`config.mk`:
```
export PLATFORM = sky130hd
export DESIGN_NAME = line_editor_with_word_wrap_unit
export DESIGN_NICKNAME = d
export VERILOG_FILES = /design/src/design/lew_pkg.sv /design/src/design/lew_store.sv /design/src/design/lew_ctrl.sv /design/src/design/line_editor_with_word_wrap_unit.sv
export SDC_FILE = /design/constraint.sdc
export NUM_CORES = 1
export LEC_CHECK = 0
export BUFFER_PORTS_ARGS = -buffer_cell sky130_fd_sc_hd__buf_2
export CORE_ASPECT_RATIO = 0.5
export CORE_UTILIZATION = 55
export DETAILED_ROUTE_END_ITERATION = 8
export HOLD_SLACK_MARGIN = 0.05
export PLACE_DENSITY = 0.7
export SLEW_MARGIN = 30
export SYNTH_ARGS = -nofsm -noshare
export SYNTH_HDL_FRONTEND = slang
export SYNTH_HIERARCHICAL = 1
export SYNTH_SLANG_ARGS = --single-unit
```
`constraint.sdc`:
```
create_clock -name clk -period 9.96 [get_ports clk]
set_clock_uncertainty 0.15 [all_clocks]
set_input_delay 0.996 -clock clk [delete_from_list [all_inputs] [get_ports clk]]
set_output_delay 0.996 -clock clk [all_outputs]
set_load 0.05 [all_outputs]
```
`src/design/lew_pkg.sv`:
```
package lew_pkg;

	localparam int KIND_W  = 3;
	localparam int CHAR_W  = 8;
	localparam int COUNT_W = 6;

	localparam logic [KIND_W-1:0] KIND_ECHO    = 3'd0;
	localparam logic [KIND_W-1:0] KIND_BELL    = 3'd1;
	localparam logic [KIND_W-1:0] KIND_NEWLINE = 3'd2;
	localparam logic [KIND_W-1:0] KIND_ERASE   = 3'd3;
	localparam logic [KIND_W-1:0] KIND_TERM    = 3'd4;

	localparam logic [CHAR_W-1:0] CH_NUL   = 8'd0;
	localparam logic [CHAR_W-1:0] CH_EOT   = 8'd4;
	localparam logic [CHAR_W-1:0] CH_BS    = 8'd8;
	localparam logic [CHAR_W-1:0] CH_TAB   = 8'd9;
	localparam logic [CHAR_W-1:0] CH_LF    = 8'd10;
	localparam logic [CHAR_W-1:0] CH_CR    = 8'd13;
	localparam logic [CHAR_W-1:0] CH_NAK   = 8'd21;
	localparam logic [CHAR_W-1:0] CH_ETB   = 8'd23;
	localparam logic [CHAR_W-1:0] CH_SPACE = 8'd32;
	localparam logic [CHAR_W-1:0] CH_TILDE = 8'd126;
	localparam logic [CHAR_W-1:0] CH_DEL   = 8'd127;

	typedef struct packed {
		logic [KIND_W-1:0]  kind;
		logic [CHAR_W-1:0]  chr;
		logic [COUNT_W-1:0] cnt;
		logic               last;
	} res_t;

	function automatic logic is_sep(input logic [CHAR_W-1:0] ch);
		return (ch == CH_SPACE) || (ch == CH_TAB);
	endfunction

	function automatic res_t mk_res(input logic [KIND_W-1:0] kind,
			input logic [CHAR_W-1:0] ch, input logic [COUNT_W-1:0] cnt,
			input logic last);
		res_t r;
		r.kind = kind;
		r.chr  = ch;
		r.cnt  = cnt;
		r.last = last;
		return r;
	endfunction

endpackage

```
`src/design/lew_store.sv`:
```
module lew_store import lew_pkg::*; #(
	parameter int DEPTH = 40,
	parameter int AW    = 6
) (
	input  logic              clk,
	input  logic              we,
	input  logic [AW-1:0]     waddr,
	input  logic [CHAR_W-1:0] wdata,
	input  logic [AW-1:0]     raddr,
	output logic [CHAR_W-1:0] rdata
);

	logic [CHAR_W-1:0] mem [DEPTH];

	always_ff @(posedge clk) begin
		if (we) begin
			mem[waddr] <= wdata;
		end
		rdata <= mem[raddr];
	end

endmodule

```
`src/design/lew_ctrl.sv`:
```
module lew_ctrl import lew_pkg::*; #(
	parameter int LINE_WIDTH = 40,
	parameter int AW         = 6,
	parameter int CW         = 6
) (
	input  logic              clk,
	input  logic              arst_n,
	input  logic              in_valid,
	output logic              in_ready,
	input  logic [CHAR_W-1:0] in_byte,
	input  logic              slot_free,
	output logic              emit,
	output res_t              res,
	output logic              we,
	output logic [AW-1:0]     waddr,
	output logic [CHAR_W-1:0] wdata,
	output logic [AW-1:0]     raddr,
	input  logic [CHAR_W-1:0] rdata
);

	localparam logic [2:0] S_IDLE  = 3'd0;
	localparam logic [2:0] S_EMIT  = 3'd1;
	localparam logic [2:0] S_WSEP  = 3'd2;
	localparam logic [2:0] S_WWORD = 3'd3;
	localparam logic [2:0] S_ZSCAN = 3'd4;
	localparam logic [2:0] S_COPY  = 3'd5;

	localparam logic [CW-1:0] LW  = CW'(LINE_WIDTH);
	localparam logic [CW-1:0] ONE = CW'(1);

	logic [2:0]    state_q, state_d, after_q, after_d;
	logic [CW-1:0] cur_q, cur_d, p_q, p_d, p_inc, p_dec, cur_inc, w_cnt;
	logic [AW-1:0] d_q, d_d;
	logic          halt_q, halt_d;
	res_t          pend_q, pend_d;

	assign p_inc   = p_q + ONE;
	assign p_dec   = p_q - ONE;
	assign cur_inc = cur_q + ONE;
	assign w_cnt   = cur_q - p_q;
	assign in_ready = (state_q == S_IDLE);

	// the store is read at p-1 of the next pointer (at 0 when that pointer is 0), so rdata holds entry p-1
	assign raddr = (p_d == '0) ? '0 : AW'(p_d - ONE);

	always_comb begin
		state_d = state_q;
		after_d = after_q;
		cur_d   = cur_q;
		p_d     = p_q;
		d_d     = d_q;
		halt_d  = halt_q;
		pend_d  = pend_q;
		we      = 1'b0;
		waddr   = d_q;
		wdata   = in_byte;
		emit    = 1'b0;
		res     = pend_q;
		unique case (state_q)
			S_IDLE: begin
				if (in_valid && !halt_q) begin
					after_d = S_IDLE;
					priority if (in_byte == CH_EOT) begin
						if (cur_q == '0) begin
							pend_d  = mk_res(KIND_TERM, CH_NUL, '0, 1'b1);
							halt_d  = 1'b1;
							state_d = S_EMIT;
						end
					end else if (in_byte == CH_BS || in_byte == CH_DEL) begin
						if (cur_q != '0) begin
							cur_d   = cur_q - ONE;
							pend_d  = mk_res(KIND_ERASE, CH_NUL, COUNT_W'(1), 1'b1);
							state_d = S_EMIT;
						end
					end else if (in_byte == CH_NAK) begin
						if (cur_q != '0) begin
							pend_d  = mk_res(KIND_ERASE, CH_NUL, COUNT_W'(cur_q), 1'b1);
							cur_d   = '0;
							state_d = S_EMIT;
						end
					end else if (in_byte == CH_ETB) begin
						p_d     = cur_q;
						state_d = S_WSEP;
					end else if (in_byte == CH_LF || in_byte == CH_CR) begin
						pend_d  = mk_res(KIND_NEWLINE, CH_NUL, '0, 1'b1);
						cur_d   = '0;
						state_d = S_EMIT;
					end else if (in_byte < CH_SPACE || in_byte > CH_TILDE) begin
						pend_d  = mk_res(KIND_BELL, CH_NUL, '0, 1'b1);
						state_d = S_EMIT;
					end else if (cur_q != LW) begin
						we      = 1'b1;
						waddr   = AW'(cur_q);
						cur_d   = cur_inc;
						p_d     = cur_inc;
						pend_d  = mk_res(KIND_ECHO, in_byte, '0, cur_inc != LW);
						after_d = (cur_inc == LW) ? S_ZSCAN : S_IDLE;
						state_d = S_EMIT;
					end else begin
						pend_d  = mk_res(KIND_BELL, CH_NUL, '0, 1'b1);
						state_d = S_EMIT;
					end
				end
			end
			S_EMIT: begin
				if (slot_free) begin
					emit    = 1'b1;
					state_d = after_q;
				end
			end
			S_WSEP, S_WWORD: begin
				// ctrl-w: skip trailing separators, then the word before them
				if (p_q == '0 || (state_q == S_WWORD && is_sep(rdata))) begin
					cur_d = p_q;
					if (w_cnt != '0) begin
						pend_d  = mk_res(KIND_ERASE, CH_NUL, COUNT_W'(w_cnt), 1'b1);
						after_d = S_IDLE;
						state_d = S_EMIT;
					end else begin
						state_d = S_IDLE;
					end
				end else if (state_q == S_WSEP && !is_sep(rdata)) begin
					state_d = S_WWORD;
				end else begin
					p_d = p_dec;
				end
			end
			S_ZSCAN: begin
				// find the start of the partial last word on a full line
				if (p_q == '0 || is_sep(rdata)) begin
					if (p_q == '0 || p_q == LW) begin
						pend_d  = mk_res(KIND_NEWLINE, CH_NUL, '0, 1'b1);
						cur_d   = '0;
						after_d = S_IDLE;
					end else begin
						pend_d  = mk_res(KIND_NEWLINE, CH_NUL, '0, 1'b0);
						cur_d   = LW - p_q;
						p_d     = p_inc;
						d_d     = '0;
						after_d = S_COPY;
					end
					state_d = S_EMIT;
				end else begin
					p_d = p_dec;
				end
			end
			S_COPY: begin
				// move one char of the word down and echo it again
				if (slot_free) begin
					emit  = 1'b1;
					res   = mk_res(KIND_ECHO, rdata, '0, p_q == LW);
					we    = 1'b1;
					waddr = d_q;
					wdata = rdata;
					if (p_q == LW) begin
						state_d = S_IDLE;
					end else begin
						p_d = p_inc;
						d_d = d_q + AW'(1);
					end
				end
			end
			default: begin
				state_d = S_IDLE;
			end
		endcase
	end

	always_ff @(posedge clk or negedge arst_n) begin
		if (!arst_n) begin
			state_q <= S_IDLE;
			after_q <= S_IDLE;
			cur_q   <= '0;
			halt_q  <= 1'b0;
		end else begin
			state_q <= state_d;
			after_q <= after_d;
			cur_q   <= cur_d;
			halt_q  <= halt_d;
		end
	end

	always_ff @(posedge clk) begin
		p_q    <= p_d;
		d_q    <= d_d;
		pend_q <= pend_d;
	end

endmodule

```
`src/design/line_editor_with_word_wrap_unit.sv`:
```
// channel  direction  handshake             word
// in       input      in_valid / in_ready   in_byte
// out      output     out_valid / out_ready out_kind, out_char, erase_count, last
//
// a byte is taken only while the sequencer is idle
// ctrl-w walks back over the line, one store read per cycle
// a wrap walks back over the last word and re-echoes it, one char a cycle
// while the out port takes them; the walk back does one store read a cycle
// reset clears cursor and halt flag; the line store is not cleared
// a stalled out port holds the sequencer; the result register frees on take
module line_editor_with_word_wrap_unit import lew_pkg::*; #(
	parameter int LINE_WIDTH = 40
) (
	input  logic               clk,
	input  logic               arst_n,
	input  logic               in_valid,
	output logic               in_ready,
	input  logic [CHAR_W-1:0]  in_byte,
	output logic               out_valid,
	input  logic               out_ready,
	output logic [KIND_W-1:0]  out_kind,
	output logic [CHAR_W-1:0]  out_char,
	output logic [COUNT_W-1:0] erase_count,
	output logic               last
);

	localparam int AW = $clog2(LINE_WIDTH);
	localparam int CW = $clog2(LINE_WIDTH + 1);

	logic              slot_free, emit, we;
	res_t              res, out_q;
	logic              out_valid_q;
	logic [AW-1:0]     waddr, raddr;
	logic [CHAR_W-1:0] wdata, rdata;

	assign slot_free = !out_valid_q || out_ready;

	lew_ctrl #(
		.LINE_WIDTH(LINE_WIDTH),
		.AW(AW),
		.CW(CW)
	) u_ctrl (
		.clk(clk),
		.arst_n(arst_n),
		.in_valid(in_valid),
		.in_ready(in_ready),
		.in_byte(in_byte),
		.slot_free(slot_free),
		.emit(emit),
		.res(res),
		.we(we),
		.waddr(waddr),
		.wdata(wdata),
		.raddr(raddr),
		.rdata(rdata)
	);

	lew_store #(
		.DEPTH(LINE_WIDTH),
		.AW(AW)
	) u_store (
		.clk(clk),
		.we(we),
		.waddr(waddr),
		.wdata(wdata),
		.raddr(raddr),
		.rdata(rdata)
	);

	always_ff @(posedge clk or negedge arst_n) begin
		if (!arst_n) begin
			out_valid_q <= 1'b0;
		end else if (emit) begin
			out_valid_q <= 1'b1;
		end else if (out_ready) begin
			out_valid_q <= 1'b0;
		end
	end

	always_ff @(posedge clk) begin
		if (emit) begin
			out_q <= res;
		end
	end

	assign out_valid   = out_valid_q;
	assign out_kind    = out_q.kind;
	assign out_char    = out_q.chr;
	assign erase_count = out_q.cnt;
	assign last        = out_q.last;

endmodule
```
# ---- Word-level counts from Yosys, hierarchy flattened
# Memory sizes are Yosys's and may differ from the RTL's. A register that Yosys moved wholly into a read port is not among the register bits.
# Index checks and enable logic that the tools add are counted.
dict set report word_totals {
  ff_bits 62
  mem_bits_rw 320
  out_inout_bits 20
  mem_count 1
}
dict set report op_classes {
  add_sub_neg 8
  order_cmp 2
  eq_ne 38
  mux 108
  reduce_logical 31
}
# memory words width rd rd_clocked_by_memory_dff write_ports line_no
set memory_table {}
lappend memory_table {u_store.mem 40 8 1 1 1 lew_store.sv:13} ;# logic [CHAR_W-1:0] mem [DEPTH];
# operator count
set op_table {}
lappend op_table {{two-way mux 18 bit} 15}
lappend op_table {{two-way mux 6 bit} 41}
lappend op_table {{two-way mux 3 bit} 25}
lappend op_table {{one-hot mux 18 bit (3 select lines)} 1}
lappend op_table {{equality test 8 x 4 -> 1 bit, second input constant} 4}
lappend op_table {{one-hot mux 6 bit (4 select lines)} 1}
lappend op_table {{adder 6 x 1 -> 6 bit, second input constant} 3}
lappend op_table {{zero test 6 bit} 3}
lappend op_table {{one-hot mux 6 bit (3 select lines)} 1}
lappend op_table {{subtractor 6 x 1 -> 6 bit, second input constant} 3}
lappend op_table {{equality test 8 x 5 -> 1 bit, second input constant} 2}
lappend op_table {{two-way mux 1 bit} 16}
lappend op_table {{two-way mux 16 bit} 1}
lappend op_table {{two-way mux 8 bit} 2}
lappend op_table {{one-hot mux 3 bit (5 select lines)} 1}
lappend op_table {{equality test 6 bit, second input constant} 2}
lappend op_table {{!= test 6 bit, second input constant} 2}
lappend op_table {{one-hot mux 6 bit (2 select lines)} 1}
lappend op_table {{nonzero test 6 bit} 2}
lappend op_table {{!= test 2 x 1 -> 1 bit, second input constant} 5}
lappend op_table {{!= test 2 bit, second input constant} 5}
lappend op_table {{!= test 5 x 2 -> 1 bit, second input constant} 2}
lappend op_table {{AND reduction 10 bit} 1}
lappend op_table {{AND reduction 5 bit} 2}
lappend op_table {{29 further kinds} 46}

# ---- Longest topological paths before layout
# Gate-level depths: netlist (run 1).
dict set report logic_depth {
  word_depth 12
  mapped_depth 21
  ltp_nobuf 17
}

# ---- Modules after synthesis
# Netlist (run 1), hierarchy kept.
# module n_inst cells_per_inst area_each_um2 seq_area_each_um2
set by_module_without_submodules {}
lappend by_module_without_submodules {lew_store 1 696 12990.0 9769.4}
lappend by_module_without_submodules {lew_ctrl 1 536 4112.7 1141.1}
lappend by_module_without_submodules {line_editor_with_word_wrap_unit 1 21 588.1 565.5}

# ---- Worst setup path before layout (run 1)
# OpenSTA, ideal clock, no wires.
dict set report synth_path {
  path_kind {input-to-reg}
  from {input in_byte[2]}
  to {register u_store.rdata[0] (read register of u_store.mem)}
  setup_ns 0.134
  arrival_ns 4.438
  path_slack_ns 5.237
  stages 19
  path_buffers 5
  cell_sequence {buf_2 and4b_1 clkbuf_1 a211oi_2 and2_1 clkbuf_1 o311a_1 o221ai_1 nand3_1 inv_1 ha_1 and3_1 a31oi_1 buf_6 clkbuf_1 mux4_2 mux2_2 nand2_1 o41ai_2}
}
dict set report synth_via {
  elab_chain_cells 12
  word_cells_on_any_way 23
  classes_between {add/sub (1); order compare (2); eq/ne (7); mux (9); reduce/logical (4)}
}
# element line_no
set synth_rtl {}
lappend synth_rtl {{start: declaration} line_editor_with_word_wrap_unit.sv:18} ;# input logic [CHAR_W-1:0] in_byte,
lappend synth_rtl {{less-than comparator 8 x 6 -> 1 bit or > comparator 8 x 7 -> 1 bit (tied branches)} lew_ctrl.sv:88} ;# end else if (in_byte < CH_SPACE || in_byte > CH_TILDE) begin
lappend synth_rtl {{logical OR 1 bit} lew_ctrl.sv:88}
lappend synth_rtl {{two-way mux 6 bit} lew_ctrl.sv:88}
lappend synth_rtl {{two-way mux 6 bit} lew_ctrl.sv:84} ;# end else if (in_byte == CH_LF || in_byte == CH_CR) begin
lappend synth_rtl {{two-way mux 6 bit} lew_ctrl.sv:81} ;# end else if (in_byte == CH_ETB) begin
lappend synth_rtl {{two-way mux 6 bit} lew_ctrl.sv:75} ;# end else if (in_byte == CH_NAK) begin
lappend synth_rtl {{two-way mux 6 bit} lew_ctrl.sv:69} ;# end else if (in_byte == CH_BS || in_byte == CH_DEL) begin
lappend synth_rtl {{two-way mux 6 bit *} lew_ctrl.sv:63} ;# priority if (in_byte == CH_EOT) begin
lappend synth_rtl {{two-way mux 6 bit *} lew_ctrl.sv:61} ;# if (in_valid && !halt_q) begin
lappend synth_rtl {{one-hot mux 6 bit (4 select lines) *} lew_ctrl.sv:59} ;# unique case (state_q)
lappend synth_rtl {{named net u_ctrl.p_d[0]} lew_ctrl.sv:32} ;# logic [CW-1:0] cur_q, cur_d, p_q, p_d, p_inc, p_dec, cur_inc, w_cnt;
lappend synth_rtl {{subtractor 6 x 1 -> 6 bit or zero test 6 bit (tied branches)} lew_ctrl.sv:44} ;# assign raddr = (p_d == '0) ? '0 : AW'(p_d - ONE);
lappend synth_rtl {{two-way mux 6 bit *} lew_ctrl.sv:44}
lappend synth_rtl {{named net raddr[1]} line_editor_with_word_wrap_unit.sv:33} ;# logic [AW-1:0] waddr, raddr;
lappend synth_rtl {{end: declaration} lew_store.sv:10} ;# output logic [CHAR_W-1:0] rdata
# The timed path passes the listed nets; every way through them passes the cells marked *.
# A chain may end at the register's enable or synchronous reset.

# ---- Worst setup path in the final report (run 1)
dict set report layout_path {
  from {register u_ctrl.p_q[1]}
  to {register u_store.rdata[1] (read register of u_store.mem)}
}
dict set report layout_via {
  word_cells_on_any_way 25
  classes_between {add/sub (3); eq/ne (1); mux (16); reduce/logical (5)}
}
# element line_no
set layout_rtl {}
lappend layout_rtl {{start: declaration} lew_ctrl.sv:32}
lappend layout_rtl {{start signal: assignment} lew_ctrl.sv:184} ;# p_q <= p_d;
lappend layout_rtl {{equality test 6 bit or zero test 6 bit (tied branches)} -}
lappend layout_rtl {{logical OR 1 bit} lew_ctrl.sv:131} ;# if (p_q == '0 || p_q == LW) begin
lappend layout_rtl {{two-way mux 6 bit} lew_ctrl.sv:131}
lappend layout_rtl {{two-way mux 6 bit} lew_ctrl.sv:130} ;# if (p_q == '0 || is_sep(rdata)) begin
lappend layout_rtl {{one-hot mux 6 bit (4 select lines) *} lew_ctrl.sv:59}
lappend layout_rtl {{named net u_ctrl.p_d[0]} lew_ctrl.sv:32}
lappend layout_rtl {{subtractor 6 x 1 -> 6 bit or zero test 6 bit (tied branches)} lew_ctrl.sv:44}
lappend layout_rtl {{two-way mux 6 bit *} lew_ctrl.sv:44}
lappend layout_rtl {{named net raddr[0]} line_editor_with_word_wrap_unit.sv:33}
# Marked as above.

==> results of run 1 <==
## cell type report
cell class | instances | area [sq um]
inverters | 22 | 82.6
clock inverters | 14 | 143
well taps | 423 | 529
repair buffers | 51 | 338
clock buffers | 48 | 955
fillers | 2318 | 11700
multi-input cells | 764 | 5740
flip-flops and latches | 389 | 11500
## metal layers
| layer | global-route usage (%) | up-vias |
|---|---|---|
| li1 | - | 4864 |
| met5 | 0 | - |
| met3 | 4.77 | 68 |
| met4 | 6.20 | 0 |
| met1 | 38.6 | 5493 |
| met2 | 41.1 | 510 |
## registers in the layout, summed over array words and instances (netlist names), 2 cells and up
name and count:
u_ctrl/after_q 2, out_char 8, u_ctrl/d_q 6, u_store/mem 320, u_store/rdata 8, erase_count 6
u_ctrl/cur_q 6, u_ctrl/p_q 6, u_ctrl/pend_q 18, out_kind 3, u_ctrl/state_q 3
## synth_stat cells, drive strengths merged (9+ instances only)
master	number	area share, %
nor2	92	2.0
mux2i	133	7.5
nor3	14	0.40
o22ai	11	0.39
inv	21	0.45
edfxtp	362	61
nand3	23	0.68
o41ai	10	0.83
ha	15	1.1
dfxtp	14	1.6
a22o	24	1.2
nor2b	17	0.60
dfrtp	13	1.8
mux2	11	0.70
clkbuf	39	0.83
and3	13	0.46
nand2b	12	0.48
a21oi	43	1.2
mux4	16	2.0
o21ai	28	0.79
nand2	103	2.2
xor2	10	0.50
buf	39	1.6
xnor2	17	0.84
a21o	9	0.39
a221oi	20	1.4
a22oi	35	1.5
and2	9	0.32
a31oi	12	0.46
## worst min path at each step
stage | end | slack (ns)
5_1_grt | out_valid | 0.23
4_1_cts | u_ctrl/cur_q[0] | 0.21
6_report | out_valid | 0.22
3_5_place_dp | u_ctrl/halt_q | 0.33
3_3_place_gp | u_ctrl/halt_q | 0.31
2_1_floorplan | u_ctrl/halt_q | 0.30
## where the power goes
part / internal, W / leakage (nW) / switching, W
Clock: 0.000730 / 0.536 / 0.000583
Sequential: 0.00192 / 3.54 / 0.000166
Combinational: 0.00130 / 2.57 / 0.00200
Total: 0.00395 / 6.65 / 0.00275
## cell families after synthesis
logic type	after synthesis	synth area share, %
simple gates	324	8.88
mux	160	10.3
compound gates	236	10.5
flops	389	64.9
fa+ha+maj	16	1.17
buf+inv	100	2.94
other cells	1	0.0212
xor+xnor	27	1.34
## per-stage QoR
step           instance area [sq um]  hold slack [ns]  utilization (%)  worst slack, ns
2_1_floorplan                  17700            0.300                -             5.24
3_3_place_gp                   18100            0.312             58.5             4.00
3_5_place_dp                   18100            0.326             58.6             3.85
4_1_cts                        19200            0.210             62.1             3.99
5_1_grt                        19300            0.231             62.2             3.53
6_report                       19300            0.222             62.2             3.74
## critical path, cell delays in order (launching register included)
cell       delay, ns
dfxtp_1         0.47
inv_1           0.25
ha_1            0.34
nand2b_1        0.25
nor2_1          0.57
nor2_1          0.11
a221oi_1        0.55
o2bb2ai_1       0.18
nand3_1         0.23
inv_1           0.12
ha_1            0.24
and3_1          0.22
a31oi_4         0.22
buf_12          0.42
buf_16          0.45
mux2i_1         0.22
a22o_1          0.31
a221oi_2        0.21
o22ai_1         0.14
o41ai_2         0.34
==> flow_metrics.env, run 1 <==
export IMPL_cts_root_buf="clkbuf_16"
export IMPL_ioPinCount=32
export IMPL_hold_viol=0
export IMPL_power_density_nw_per_um2=348
export IMPL_period_minus_slack_ns=6.22
export IMPL_cts_clk_slew_worst_paths_ns=0.07
export IMPL_die_area_sq_um=32900
export IMPL_dr_wl_met3_um=3650
export IMPL_setup_viol=0
export IMPL_portBuffers=31
export IMPL_cp_arrival_ns=6.50
export IMPL_layout_common_cells="edfxtp_1 (362), mux2i_1 (132), nand2_1 (103), nor2_1 (90), a21oi_1 (43)"
export IMPL_drive_above_1_share_pct=13.7
export IMPL_grt_use_total_pct=26.3
export IMPL_met2_length_um=19500
export IMPL_clkSinkCount=389
export IMPL_critPathKind="reg2reg"
export IMPL_areaGrowthSynthToFinish_pct=8.89
export IMPL_fp_dieH_um=129
export IMPL_antenna_left=0
export IMPL_worst_ep_required_time_ns=10.24
export IMPL_synthArstFlopShare_pct=3.34
export IMPL_place_hpwl_um=27600
export IMPL_critPathLaunchType="flop"
export IMPL_ys_seq_area_share_pct=64.9
export IMPL_dr_pass1_iters=5
export IMPL_wl_um=42900
export IMPL_postSynthCellCount=1253
export IMPL_max_slew_margin_pct=34.1
export IMPL_drv_cap=0
export IMPL_outcome="finished, final reports clean"
export IMPL_synth_cell_area_sq_um=17700
export IMPL_drt_initial_drc_count=924
export IMPL_grt_overflow_total=0
export IMPL_via_per_inst=6.39
export IMPL_core_area_sq_um=31000
export IMPL_gp_congestion=0.912
export IMPL_grt_antenna_before_repair=0
export IMPL_avgSynthCellArea_sq_um=14.1
export IMPL_critPathLaunch="u_ctrl/p_q[1]"
export IMPL_final_cells=1711
export IMPL_top_layer="met4"
export IMPL_worst_r2r_setup_slack_ns=3.74
export IMPL_final_max_slew_viol_count=0
export IMPL_crit_reg2reg_launch="u_ctrl/p_q[1]"
export IMPL_grt_pass1_wl_um=64900
export IMPL_max_slew_worst_pin_slew_ns=0.978
export IMPL_layout_commonest_cell="edfxtp_1"
export IMPL_synth_top_flop_cell="edfxtp_1"
export IMPL_ir_worst_vdd_uv=270
export IMPL_finalPower_w=0.00670
export IMPL_hold_path_class="in2async"
export IMPL_ctsResizeCount=0
export IMPL_cts_buffer_depth=3
export IMPL_yosysWarnings=6
export IMPL_clk_latency_ns=0.53
export IMPL_timing_final_crit_share_pct=62.5
export IMPL_die_w_um=256
export IMPL_cts_setup_buffers=0
export IMPL_vias=10900
export IMPL_cts_tree="built"
export IMPL_endpoint_kind="flop"
export IMPL_leakagePower_nw=6.65
export IMPL_setup_tns_ns=0
export IMPL_rows=45
export IMPL_htreeDepth=2
export IMPL_routedWlPerCell_um=25.1
export IMPL_synth_seq_cells=389
export IMPL_start_util_pct=57.1
export IMPL_rsz0062_at_grt="no"
export IMPL_r2r_end="u_store/rdata[1]"
export IMPL_fmax_mhz=161
export IMPL_reg2regPathDepth=19
export IMPL_synth_edf_count=362
export IMPL_ys_types=88
export IMPL_dp_cells=1648
export IMPL_grt_max_degree=145
export IMPL_diodes=0
export IMPL_drc=0
export IMPL_wl_met1_um=18900
export IMPL_cts_buffers=35
export IMPL_first_global_vias=10400
export IMPL_crit_fanout=76
export IMPL_synthesis_nets=1281
export IMPL_nets=1291
export IMPL_ctsHoldBuffers=0
export IMPL_endpoint="u_store/rdata[1]"
Power figures use the tool's default switching activity.
==> run 2, diff against run 1 <==
==> constraint.sdc (replaced) <==
create_clock -name clk -period 6.2 [get_ports clk]
set_clock_uncertainty 0.15 [all_clocks]
set_input_delay 0.62 -clock clk [delete_from_list [all_inputs] [get_ports clk]]
set_output_delay 0.62 -clock clk [all_outputs]
set_load 0.05 [all_outputs]
==> run 2 against run 1 <==
Compared with the run above:
- register-to-register slack lost 3.2 ns
- cell count grew 1.2%
- design area grew 0.93%
- first-iteration DRC count grew 49%
- critical path type unchanged
- worst setup slack lost 3.2 ns
- non-clock buffer count grew 21
- sequential power grew 55%
- global-route usage grew 0.28 points
- clock power grew 60%
- largest cell class unchanged
- via count is essentially flat
- routed wire length grew 0.51%
==> flow_metrics.env, run 2 (same netlist as run 1, synthesis figures left out) <==
export IMPL_outcome="finished, final reports clean"
export IMPL_grt_use_total_pct=26.6
export IMPL_ctsResizeCount=0
export IMPL_hold_viol=0
export IMPL_die_w_um=256
export IMPL_max_slew_worst_pin_slew_ns=0.931
export IMPL_crit_chain="inv_1 > ha_1 > nand2_1 > or4_1 > and2_1 > o311a_1 > o221ai_1 > nand3_1 > inv_1 > ha_1 > xnor2_1 > a31oi_1 > nor2b_2 > buf_4 > buf_4 > a221oi_1 > o22ai_1 > o41ai_2"
export IMPL_largest_reg_flops=320
export IMPL_clk_latency_ns=0.55
export IMPL_crit_reg2reg_launch="u_ctrl/cur_q[0]"
export IMPL_period_minus_slack_ns=5.65
export IMPL_hold_start="in_valid"
export IMPL_setup_tns_ns=0
export IMPL_drt_initial_drc_count=1381
export IMPL_cts_root_buf="clkbuf_16"
export IMPL_power_density_nw_per_um2=565
export IMPL_htreeDepth=2
export IMPL_critPathLaunchType="flop"
export IMPL_start_util_pct=57.1
export IMPL_routedWlPerCell_um=24.9
export IMPL_critPathKind="reg2reg"
export IMPL_antenna_left=0
export IMPL_leakagePower_nw=6.75
export IMPL_layout_commonest_cell="edfxtp_1"
export IMPL_areaGrowthSynthToFinish_pct=9.90
export IMPL_portBuffers=31
export IMPL_regMostFlops="u_store/mem"
export IMPL_regArea_sq_um=11500
export IMPL_dr_pass1_iters=6
export IMPL_fmax_mhz=177
export IMPL_grt_max_degree=41
export IMPL_fp_dieH_um=129
export IMPL_cts_clk_slew_worst_paths_ns=0.07
export IMPL_cts_buffer_depth=3
export IMPL_max_slew_margin_pct=37.3
export IMPL_diodes=0
export IMPL_crit_buf_inv=4
export IMPL_reg_top3="u_store/mem x320, u_ctrl/pend_q x18"
export IMPL_wl_um=43100
export IMPL_layout_common_cells="edfxtp_1 (362), mux2i_1 (132), nand2_1 (103), nor2_1 (89), a21oi_1 (43)"
export IMPL_min_path_cells=2
export IMPL_drive_above_1_share_pct=15.3
export IMPL_critical_path_max_stage_delay_ns=0.55
export IMPL_first_global_vias=10500
export IMPL_cp_arrival_ns=5.95
export IMPL_setup_viol=0
export IMPL_rows=45
export IMPL_whs_ns=0.220
export IMPL_vias=10900
export IMPL_grt_antenna_before_repair=0
export IMPL_core_area_sq_um=31000
export IMPL_ir_worst_vdd_uv=380
export IMPL_ioPinCount=32
export IMPL_crit_fanout=21
export IMPL_place_hpwl_um=28900
export IMPL_drv_cap=0
export IMPL_rsz0062_at_grt="no"
export IMPL_via_per_inst=6.31
export IMPL_cts_tree="built"
export IMPL_die_area_sq_um=32900
export IMPL_nets=1311
export IMPL_min_to="u_ctrl/halt_q"
export IMPL_cp_top_family="compound AO/OA/AOI/OAI gates"
export IMPL_worst_ep_required_time_ns=6.50
export IMPL_drc=0
export IMPL_final_max_slew_viol_count=0
export IMPL_gp_congestion=0.974
export IMPL_timing_final_crit_share_pct=91.1
export IMPL_worst_r2r_setup_slack_ns=0.55
export IMPL_r2r_end="u_store/rdata[0]"
export IMPL_grt_overflow_total=0
export IMPL_multiInputGateArea_sq_um=5740
export IMPL_clkSinkCount=389
export IMPL_reg2regPathDepth=18
export IMPL_hold_path_class="in2reg"
export IMPL_endpoint_kind="flop"
export IMPL_cts_buffers=34
export IMPL_cp_slowest_cell="a31oi_1"
export IMPL_grt_pass1_wl_um=65500
export IMPL_num_fill_cells=2269
[run 2: cell count changes in the layout (fill, tap and decap cells not counted), moves of 3 or more]
| cell | before | now |
|---|---|---|
| buf_12 | 1 | 6 |
| inv_6 | 0 | 4 |
| clkinv_1 | 6 | 9 |
| buf_4 | 18 | 34 |
| clkbuf_1 | 10 | 4 |
[run 2: layer usage]
layer	up-vias	share of wire (%)	track usage, %
met5	-	0	0
met4	0	2.3	7.85
met3	77	8.4	4.71
met2	504	46	41.8
met1	5436	44	38.4
li1	4913	-	-
[run 2: through the flow]
stage / instance area (sq um) / total power (W) / std cells / utilization (%) / setup WS, ns
after detailed placement: 18400 / 0.00887 / 1669 / 59.3 / 0.547
after CTS: 19400 / 0.0109 / 1731 / 62.8 / 0.668
after global routing: 19400 / 0.0114 / 1731 / 62.8 / 0.262
after floorplan: 17700 / 0.00738 / 1253 / - / 1.82
final: 19400 / 0.0110 / 1731 / 62.8 / 0.555
after global placement: 18300 / 0.00878 / 1669 / 59.2 / 0.632
[run 2: layout make-up]
class                   instances  area share [%]
clock inverters                21           0.914
multi-input cells             764            29.5
repair buffers                 72            2.78
inverters                      22           0.425
well taps                     423            2.72
clock buffers                  40            4.59
flip-flops and latches        389            59.0
[run 2: worst max path at each step]
stage                               start                to  slack [ns]  cells after the start
after floorplan             u_ctrl/p_q[1]  u_ctrl/pend_q[0]        1.82                     10
after global placement         in_byte[1]  u_store/rdata[6]        0.63                     17
after detailed placement       in_byte[1]  u_store/rdata[6]        0.55                     17
after CTS                 u_ctrl/cur_q[0]  u_store/rdata[6]        0.67                     18
after global routing      u_ctrl/cur_q[0]  u_store/rdata[6]        0.26                     17
final                     u_ctrl/cur_q[0]  u_store/rdata[0]        0.55                     18
[run 2: power by group]
part / total, W / internal [W] / switching (W) / leakage, nW
sequential: 0.00324 / 0.00309 / 0.000153 / 3.54
clock: 0.00209 / 0.00113 / 0.000956 / 0.524
combinational: 0.00566 / 0.00226 / 0.00340 / 2.69
[run 2: worst reg2reg max path, stage by stage, from the launching register on]
cell and delay, ns:
dfrtp_1 0.53, inv_1 0.24, ha_1 0.22, nand2_1 0.05, or4_1 0.49, and2_1 0.37
o311a_1 0.41, o221ai_1 0.18, nand3_1 0.25, inv_1 0.18, ha_1 0.20, xnor2_1 0.10
a31oi_1 0.55, nor2b_2 0.23, buf_4 0.29, buf_4 0.19, a221oi_1 0.45, o22ai_1 0.17
o41ai_2 0.31
[run 2: repair_timing]
action / in CTS / in global routing
hold buffers: 1 / 0
buffers inserted: 0 / 0
endpoints found under the hold margin: 13 / 0
